==> src/hw/rtl/segment_intersection_core_assert.svh <==
// ----------------------------------------------------------------------------
// Segment intersection core assertion macros
// Shared concurrent assertion forms, clocked on clk_i.
// ----------------------------------------------------------------------------
`ifndef SEGMENT_INTERSECTION_CORE_ASSERT_SVH
`define SEGMENT_INTERSECTION_CORE_ASSERT_SVH

// Check outside reset.
`define SIC_ASSERT(lbl, prop, msg) \
  lbl: assert property (@(posedge clk_i) disable iff (!rst_ni) prop) else $error(msg);

// Check at every edge, reset included.
`define SIC_ASSERT_ALWAYS(lbl, prop, msg) \
  lbl: assert property (@(posedge clk_i) prop) else $error(msg);

`endif

==> src/hw/rtl/sic_pkg.sv <==
// ----------------------------------------------------------------------------
// Segment intersection package
// Shared constants for the segment intersection core.
// ----------------------------------------------------------------------------
package sic_pkg;

  // Default coordinate width
  localparam int unsigned CoordWidthDef = 16;

endpackage

==> src/hw/rtl/sic_div_cell.sv <==
// ----------------------------------------------------------------------------
// Segment intersection divider cell
// One restoring division step for both axes; passes the beat to the next cell.
// ----------------------------------------------------------------------------
module sic_div_cell #(
  parameter int unsigned CoordWidth = sic_pkg::CoordWidthDef
) (
  input  logic                              clk_i,
  input  logic                              rst_ni,
  input  logic                              ce_i,
  input  logic                              valid_i,
  input  logic                              hit_i,
  input  logic [1:0]                        sign_i,
  input  logic [1:0][CoordWidth-1:0]        bs_i,
  input  logic [2*CoordWidth:0]             dmag_i,
  input  logic [1:0][2*CoordWidth:0]        rem_i,
  input  logic [1:0][CoordWidth-1:0]        nlo_i,
  input  logic [1:0][CoordWidth-1:0]        quo_i,
  output logic                              valid_o,
  output logic                              hit_o,
  output logic [1:0]                        sign_o,
  output logic [1:0][CoordWidth-1:0]        bs_o,
  output logic [2*CoordWidth:0]             dmag_o,
  output logic [1:0][2*CoordWidth:0]        rem_o,
  output logic [1:0][CoordWidth-1:0]        nlo_o,
  output logic [1:0][CoordWidth-1:0]        quo_o
);
  import sic_pkg::*;

  localparam int unsigned W  = CoordWidth;
  localparam int unsigned MW = 2 * W + 1;

  logic                  valid_q, hit_q;
  logic [1:0]            sign_q;
  logic [1:0][W-1:0]     bs_q, nlo_q, quo_q;
  logic [MW-1:0]         dmag_q;
  logic [1:0][MW-1:0]    rem_q;

  logic [1:0][MW:0]      trial;
  logic [1:0]            ge;
  logic [1:0][MW-1:0]    rem_d;
  logic [1:0][W-1:0]     quo_d;

  always_comb begin
    for (int a = 0; a < 2; a++) begin
      trial[a] = {rem_i[a], nlo_i[a][W-1]};
      ge[a]    = trial[a] >= {1'b0, dmag_i};
      rem_d[a] = ge[a] ? MW'(trial[a] - {1'b0, dmag_i}) : trial[a][MW-1:0];
      quo_d[a] = {quo_i[a][W-2:0], ge[a]};
    end
  end

  always_ff @(posedge clk_i or negedge rst_ni) begin
    if (!rst_ni) begin
      valid_q <= 1'b0;
    end else if (ce_i) begin
      valid_q <= valid_i;
    end
  end

  always_ff @(posedge clk_i) begin
    if (ce_i) begin
      hit_q  <= hit_i;
      sign_q <= sign_i;
      bs_q   <= bs_i;
      dmag_q <= dmag_i;
      rem_q  <= rem_d;
      quo_q  <= quo_d;
      nlo_q  <= {nlo_i[1] << 1, nlo_i[0] << 1};
    end
  end

  assign valid_o = valid_q;
  assign hit_o   = hit_q;
  assign sign_o  = sign_q;
  assign bs_o    = bs_q;
  assign dmag_o  = dmag_q;
  assign rem_o   = rem_q;
  assign nlo_o   = nlo_q;
  assign quo_o   = quo_q;

endmodule

==> config.mk <==
export PLATFORM = sky130hd
export DESIGN_NAME = sic_div_cell
export DESIGN_NICKNAME = d
export VERILOG_FILES = /design/src/hw/rtl/segment_intersection_core_assert.svh /design/src/hw/rtl/sic_pkg.sv /design/src/hw/rtl/sic_div_cell.sv
export SDC_FILE = /design/constraint.sdc
export NUM_CORES = 1
export LEC_CHECK = 0
export BUFFER_PORTS_ARGS = -buffer_cell sky130_fd_sc_hd__buf_2
export CAP_MARGIN = 15
export CORE_ASPECT_RATIO = 2
export CORE_MARGIN = 2
export CORE_UTILIZATION = 35
export CTS_BUF_LIST = sky130_fd_sc_hd__clkbuf_16
export CTS_CLUSTER_SIZE = 12
export DETAILED_ROUTE_END_ITERATION = 12
export PLACE_DENSITY = 0.66
export REMOVE_ABC_BUFFERS = 1
export SLEW_MARGIN = 5
export SYNTH_ARGS = -nofsm -noshare
export SYNTH_HDL_FRONTEND = slang
export SYNTH_SLANG_ARGS = --single-unit
==> constraint.sdc <==
create_clock -name clk_i -period 0.8 [get_ports clk_i]
set_input_delay 0.16 -clock clk_i [delete_from_list [all_inputs] [get_ports clk_i]]
set_output_delay 0.16 -clock clk_i [all_outputs]
set_load 0.005 [all_outputs]
==> results of run 1 <==
-- cells in the mapped netlist (7+ instances only) --
cell      instances
edfxtp_1        196
ha_1             66
inv_1            58
a21oi_1          57
nor2_1           48
nand2_1          40
a21o_1           37
o21ai_0          34
xnor2_1          32
mux2_1           22
mux2_4           19
clkbuf_1         17
nand3_1          17
nor3_1           17
xor2_1           15
nand4_1          13
o21a_1           13
o31ai_1          12
and3_1           10
o211ai_1         10
mux2_2            8
a211oi_1          7
a31oi_1           7
-- cells by family (layout without fill, tap and decap cells) --
| kind of cell | count (synthesis) | in the layout |
|---|---|---|
| AND/OR/NAND/NOR | 179 | 179 |
| adder cells (fa/ha/maj) | 68 | 68 |
| multiplexers | 51 | 51 |
| flip-flops | 197 | 197 |
| other | 1 | 9 |
| AO/OA/AOI/OAI | 223 | 223 |
| buffers and inverters | 85 | 941 |
| XOR/XNOR | 47 | 47 |
-- final timing paths --
path / start / end / cells after the start
max in group asynchronous: rst_ni / valid_o$_DFFE_PN0P_ / 3
max: nlo_i[31] / rem_o[34]$_DFFE_PP_ / 15
min in group asynchronous: rst_ni / valid_o$_DFFE_PN0P_ / 3
max reg2reg: valid_o$_DFFE_PN0P_ / valid_o$_DFFE_PN0P_ / 1
min: rem_i[35] / rem_o[36]$_DFFE_PP_ / 2
min reg2reg: valid_o$_DFFE_PN0P_ / valid_o$_DFFE_PN0P_ / 1
-- power by group through the flow --
stage / clock network (µW) / logic [µW] / registers, µW
after floorplan: 0 / 3320 / 13400
after global placement: 0 / 8000 / 13300
after detailed placement: 0 / 8140 / 13300
after CTS: 9080 / 9510 / 13100
after global routing: 9470 / 10500 / 13200
final: 8920 / 9760 / 13100
-- cell type report --
cell class | instances | area share
Sequential cell | 197 | 0.327
Antenna cell | 7 | 0.000970
Timing Repair Buffer | 846 | 0.334
Multi-Input combinational cell | 570 | 0.263
Inverter | 60 | 0.0139
Clock buffer | 17 | 0.0236
Timing Repair inverter | 3 | 0.00242
Clock inverter | 15 | 0.00914
Tap cell | 368 | 0.0255
-- what timing repair did --
item,4_1_cts,5_1_grt
hold buffers,132,0
endpoints found under the setup margin,265,265
hold endpoints to repair,134,0
gates cloned,4,0
gates resized for setup,112,33
buffers inserted,19,10
pin swaps,26,16
-- per-stage QoR --
step | hold WS, ns | cells
global route | 0.0139 | 2080
floorplan | -0.136 | 827
global placement | -0.0654 | 1885
detailed placement | -0.0637 | 1885
finish | 0.0179 | 2083
CTS | -0.0106 | 2069
-- metal layers --
layer / share of wire / track usage
met4: 0.035 / 0.0898
met2: 0.51 / 0.471
met1: 0.37 / 0.276
met3: 0.079 / 0.0626
met5: 0 / 0
-- sequential cells by signal, summed over array words and instances, names as in the netlist --
name     flops
rem_o       66
sign_o       2
bs_o        32
valid_o      1
hit_o        1
quo_o       32
nlo_o       30
dmag_o      33
==> flow_summary_export.csv, run 1 <==
group,metric,value,unit
power_and_ir_drop,p_total,31800,µW
setup_path,slowest_stage,"a2111o_1",
power_and_ir_drop,p_comb_frac,0.307,
routing,drcViolationCount,0,
status,status,"finished with violations",
setup_path,cpMostUsedCell,"buf_6",
die,initial_core_util,0.354,
placement,place_hpwl,31100,µm
finish,final_common_cell,"buf_2",
yosys,async_flop_share,0.00508,
finish,mostFrequentLayoutCells,"buf_2, buf_4, edfxtp_1",
setup_path,cp_num_buf_inv,5,
die,die_area,31800,µm²
routing,num_vias,10400,
timing,rsz0062_at_grt,"true",
die,die_y,250,µm
timing,tns,-196.60,ns
die,core-area,30000,µm²
clocking,htreeDepth,4,
timing,drv_slew,0,
routing,firstDrtPassIters,4,
power_and_ir_drop,ir_worst_vdd,1.54,mV
clocking,cts_root_buf,"clkbuf_16",
power_and_ir_drop,p_per_area,1760,nW/µm²
finish,final_nets,1965,
setup_path,cp.arrival,3.11,ns
timing,max_slew_margin,0.560,
global_routing,grt_pass1_wl,60700,µm
yosys,synthMuxAreaShare,0.0607,
setup_path,worstPathCellList,"buf_6 > inv_4 > ha_4 > inv_2 > fa_2 > a21o_1 > a221oi_4 > o221ai_2 > a2111o_1 > a211oi_2 > o31a_4 > o21a_4 > buf_12 > buf_6 > mux2_4",
setup_path,max_stage_delay,0.42,ns
timing,worst_pin_slew,0.659,ns
routing,wl,41300,µm
placement,place_congestion,0.932,
yosys,synth-seq-area-share,0.558,
finish,seq_area,5910,µm²
yosys,syn_area_per_cell,12.5,µm²
routing,drt_iter0_drc,638,
timing,period_needed,2.90,ns
power_and_ir_drop,p_seq_frac,0.413,
clocking,clockBufferDepth,2,
status,violations,"negative setup slack",
global_routing,antenna_found_initial,11,
clocking,insertion_delay,0.46,ns
yosys,synthesis.area,10600,µm²
clocking,cts_sinks,197,
power_and_ir_drop,power.switching,9090,µW
power_and_ir_drop,switching_share,0.286,
setup_path,reg2reg_setup_slack,0.02,ns
power_and_ir_drop,p_leak,0.00843,µW
yosys,synth_top_family_by_area,"compound AO/OA/AOI/OAI gates",
timing,max_freq,344,MHz
yosys,synth_compound_area_frac,0.143,
finish,syn_to_final_growth,70.4,%
timing,report.final.setup_viol,265,
global_routing,overflow,0,
yosys,synth_top_flop_cell,"edfxtp_1",
timing,fin_crit_sh,3.63,
yosys,synth_xor_area_frac,0.0388,
global_routing,grt_max_degree,20,
die,die_w,127,µm
clocking,clk_pin_slew,0.08,ns
clocking,tritoncts,"yes",
placement,place_area,15300,µm²
power_and_ir_drop,internal_power,22700,µW
placement,portBuffers,396,
finish,final_core_util,0.603,
global_routing,gr-usage-all-layers,0.254,
die,rows,90,
worst_hold_path,hold_class,"in2reg",
timing,setup_slack,-2.10,ns
global_routing,grt_pass1_vias,10800,
finish,nFillCells,2446,
finish,multiInputGateArea,4750,µm²
routing,wire_per_inst,19.8,µm
setup_path,critPathKind,"in2reg",
yosys,yosysTopAreaCell,"edfxtp_1",
finish,drive_gt1_frac,0.502,
yosys,synth_warnings,0,
yosys,postSynthCellCount,851,
job,cap_viol_max_count,0,
yosys,synth_fa_ha_area_frac,0.0817,
timing,fin_skew,0,ns
setup_path,cp-start-kind,"primary input",
setup_path,crit_required,1.01,ns
setup_path,cp_max_fo,5,
placement,pre_cts_slack,-2.89,ns
yosys,synth_cell_types,72,
routing,viasPerCell,4.98,
yosys,synth_simple_gate_area_share,0.0837,
finish,design_area,18100,µm²
setup_path,crit_family,"compound AO/OA/AOI/OAI gates",
power_and_ir_drop,p_clk_frac,0.280,
die,ios,401,
yosys,synth_edf_count,196,
routing,ant_nets,0,
yosys,synth_area_leaders,"edfxtp_1, ha_1, a21oi_1, mux2_4, xnor2_1",
yosys,synthDominantCellAreaShare,0.555,
setup_path,endpoint_kind,"flip-flop",
clocking,numCtsBuffers,17,
yosys,ys_ff_latch,197,
timing,hold_violations,0,
No activity file was read; power rests on OpenSTA's default activity.
==> run 2: changes to the inputs <==
--- a/config.mk
+++ b/config.mk
@@ -15,6 +15,7 @@
 export DETAILED_ROUTE_END_ITERATION = 12
 export PLACE_DENSITY = 0.66
 export REMOVE_ABC_BUFFERS = 1
+export SETUP_SLACK_MARGIN = 0.05
 export SLEW_MARGIN = 5
 export SYNTH_ARGS = -nofsm -noshare
 export SYNTH_HDL_FRONTEND = slang
==> run 2 against run 1 <==
  * The flow still finishes with violations (negative setup slack)
  * Worst hold slack gained 0.0055 ns
  * Register-to-register slack is essentially flat
  * Core utilization shrank 0.11 points
  * Largest cell class unchanged
  * Maximum frequency is essentially flat
  * Critical path type unchanged
  * Power shrank 0.15%
  * Sequential power is essentially flat
  * Clock power is essentially flat
  * Critical endpoint unchanged
==> flow_summary_export.csv, run 2 (synthesized netlist as in run 1, its figures left out) <==
group,metric,value,unit
timing,period_needed,2.90,ns
routing,wire_per_inst,19.7,µm
die,initial_core_util,0.354,
placement,place_inst,1885,
finish,drive_gt1_frac,0.501,
power_and_ir_drop,p_per_area,1760,nW/µm²
setup_path,critPathKind,"in2reg",
status,violations,"negative setup slack",
finish,final_nets,1966,
placement,place_area,15300,µm²
power_and_ir_drop,p_clk_frac,0.280,
finish,largest_reg_flops,66,
timing,worst_pin_slew,0.650,ns
clocking,numCtsBuffers,17,
status,status,"finished with violations",
power_and_ir_drop,p_total,31800,µW
power_and_ir_drop,p_seq_frac,0.414,
finish,mostFrequentLayoutCells,"buf_2, buf_4, edfxtp_1",
timing,fin_crit_sh,3.63,
clocking,cts_root_buf,"clkbuf_16",
power_and_ir_drop,p_leak,0.00842,µW
power_and_ir_drop,power.switching,9050,µW
power_and_ir_drop,switching_share,0.285,
routing,drt_iter0_drc,613,
finish,design_area,18000,µm²
timing,drv_slew,0,
timing,report.final.setup_viol,265,
setup_path,cp_max_fo,5,
worst_hold_path,whs_endpoint,"rem_o[36]$_DFFE_PP_",
job,cap_viol_max_count,0,
worst_hold_path,holdPathStages,2,
global_routing,grt_pass1_wl,60600,µm
power_and_ir_drop,ir_worst_vdd,1.54,mV
clocking,insertion_delay,0.45,ns
die,die_y,250,µm
die,rows,90,
power_and_ir_drop,p_comb_frac,0.306,
finish,final_core_util,0.602,
setup_path,reg2regPathDepth,1,
setup_path,reg2reg_setup_slack,0.02,ns
setup_path,r2r-end,"valid_o$_DFFE_PN0P_",
die,ios,401,
routing,firstDrtPassIters,4,
routing,num_vias,10400,
global_routing,grt_max_degree,20,
placement,place_congestion,0.932,
worst_hold_path,hold_class,"in2reg",
die,core-area,30000,µm²
finish,syn_to_final_growth,70.1,%
global_routing,grt_pass1_vias,10800,
setup_path,crit_required,1.01,ns
clocking,clockBufferDepth,2,
routing,viasPerCell,4.99,
clocking,tritoncts,"yes",
placement,portBuffers,396,
die,die_area,31800,µm²
global_routing,gr-usage-all-layers,0.253,
placement,place_hpwl,31100,µm
routing,ant_nets,0,
timing,max_slew_margin,0.566,
setup_path,r2r-start,"valid_o$_DFFE_PN0P_",
finish,final_common_cell,"buf_2",
die,die_w,127,µm
timing,rsz0062_at_grt,"true",
setup_path,cp.arrival,3.11,ns
setup_path,endpoint_kind,"flip-flop",
timing,fin_skew,0,ns
global_routing,antenna_found_initial,11,
timing,hold_violations,0,
finish,final_cell_count_no_fill,2083,
clocking,clk_pin_slew,0.08,ns
global_routing,overflow,0,
power_and_ir_drop,internal_power,22700,µW
timing,setup_slack,-2.10,ns
timing,max_freq,345,MHz
routing,drcViolationCount,0,
clocking,htreeDepth,4,
worst_hold_path,min_from,"rem_i[35]",
placement,pre_cts_slack,-2.89,ns
clocking,cts_sinks,197,
setup_path,cp-start-kind,"primary input",
routing,wl,41100,µm
==> run 2: timing repair <==
| item | CTS | global route |
|---|---|---|
| cloned | 4 | 0 |
| setup buffers | 18 | 10 |
| hold endpoints to repair | 134 | 0 |
| endpoints found under the setup margin | 265 | 266 |
| gates resized for setup | 107 | 27 |
| hold buffers | 132 | 0 |
| pin swaps | 24 | 12 |
==> run 2: cell type report <==
type	count	area [µm²]
Timing Repair Buffer	847	6040
Timing Repair inverter	3	43.8
Clock buffer	17	425
Inverter	60	251
Sequential cell	197	5910
Antenna cell	6	15.0
Tap cell	368	460
Multi-Input combinational cell	570	4710
Fill cell	2440	11900
Clock inverter	15	165
==> run 2: power by group through the flow <==
stage / Clock [µW] / Sequential, µW / Combinational [µW]
after floorplan: 0 / 13400 / 3320
after detailed placement: 0 / 13300 / 8140
after CTS: 9080 / 13100 / 9480
after global placement: 0 / 13300 / 8000
after global routing: 9470 / 13200 / 10400
final: 8910 / 13100 / 9720
==> run 2: worst max-delay path, stage by stage <==
cell and delay [ns]:
buf_6 0.10, inv_4 0.05, ha_4 0.12, inv_2 0.04, fa_2 0.35, a21o_1 0.22, a221oi_4 0.29, o221ai_2 0.16
a2111o_1 0.42, a211oi_2 0.27, o31a_4 0.17, o21a_4 0.14, buf_12 0.19, buf_6 0.13, mux2_4 0.29
==> run 2: metrics by stage <==
stage / hold WS [ns] / setup TNS (ns)
finish: 0.0234 / -197.03
global route: 0.0139 / -211.37
CTS: -0.0106 / -200.36
detailed placement: -0.0637 / -203.99
global placement: -0.0654 / -198.28
floorplan: -0.136 / -161.85
==> run 2: worst max-delay path by stage <==
| stage | slack, ns | depth (start not counted) | end | startpoint |
|---|---|---|---|---|
| after floorplan | -2.74 | 13 | rem_o[35]$_DFFE_PP_ | nlo_i[31] |
| after global placement | -2.82 | 14 | rem_o[41]$_DFFE_PP_ | nlo_i[31] |
| after detailed placement | -2.89 | 14 | rem_o[39]$_DFFE_PP_ | nlo_i[31] |
| after CTS | -2.10 | 15 | rem_o[34]$_DFFE_PP_ | nlo_i[31] |
| after global routing | -2.21 | 15 | rem_o[34]$_DFFE_PP_ | nlo_i[31] |
| final | -2.10 | 15 | rem_o[34]$_DFFE_PP_ | nlo_i[31] |
==> run 2: routing by layer <==
layer / part of all wire / up-vias / GRT usage
met5: 0 / - / 0
met3: 0.081 / 56 / 0.0626
li1: - / 4940 / -
met2: 0.52 / 465 / 0.469
met4: 0.030 / 0 / 0.0898
met1: 0.37 / 4930 / 0.276
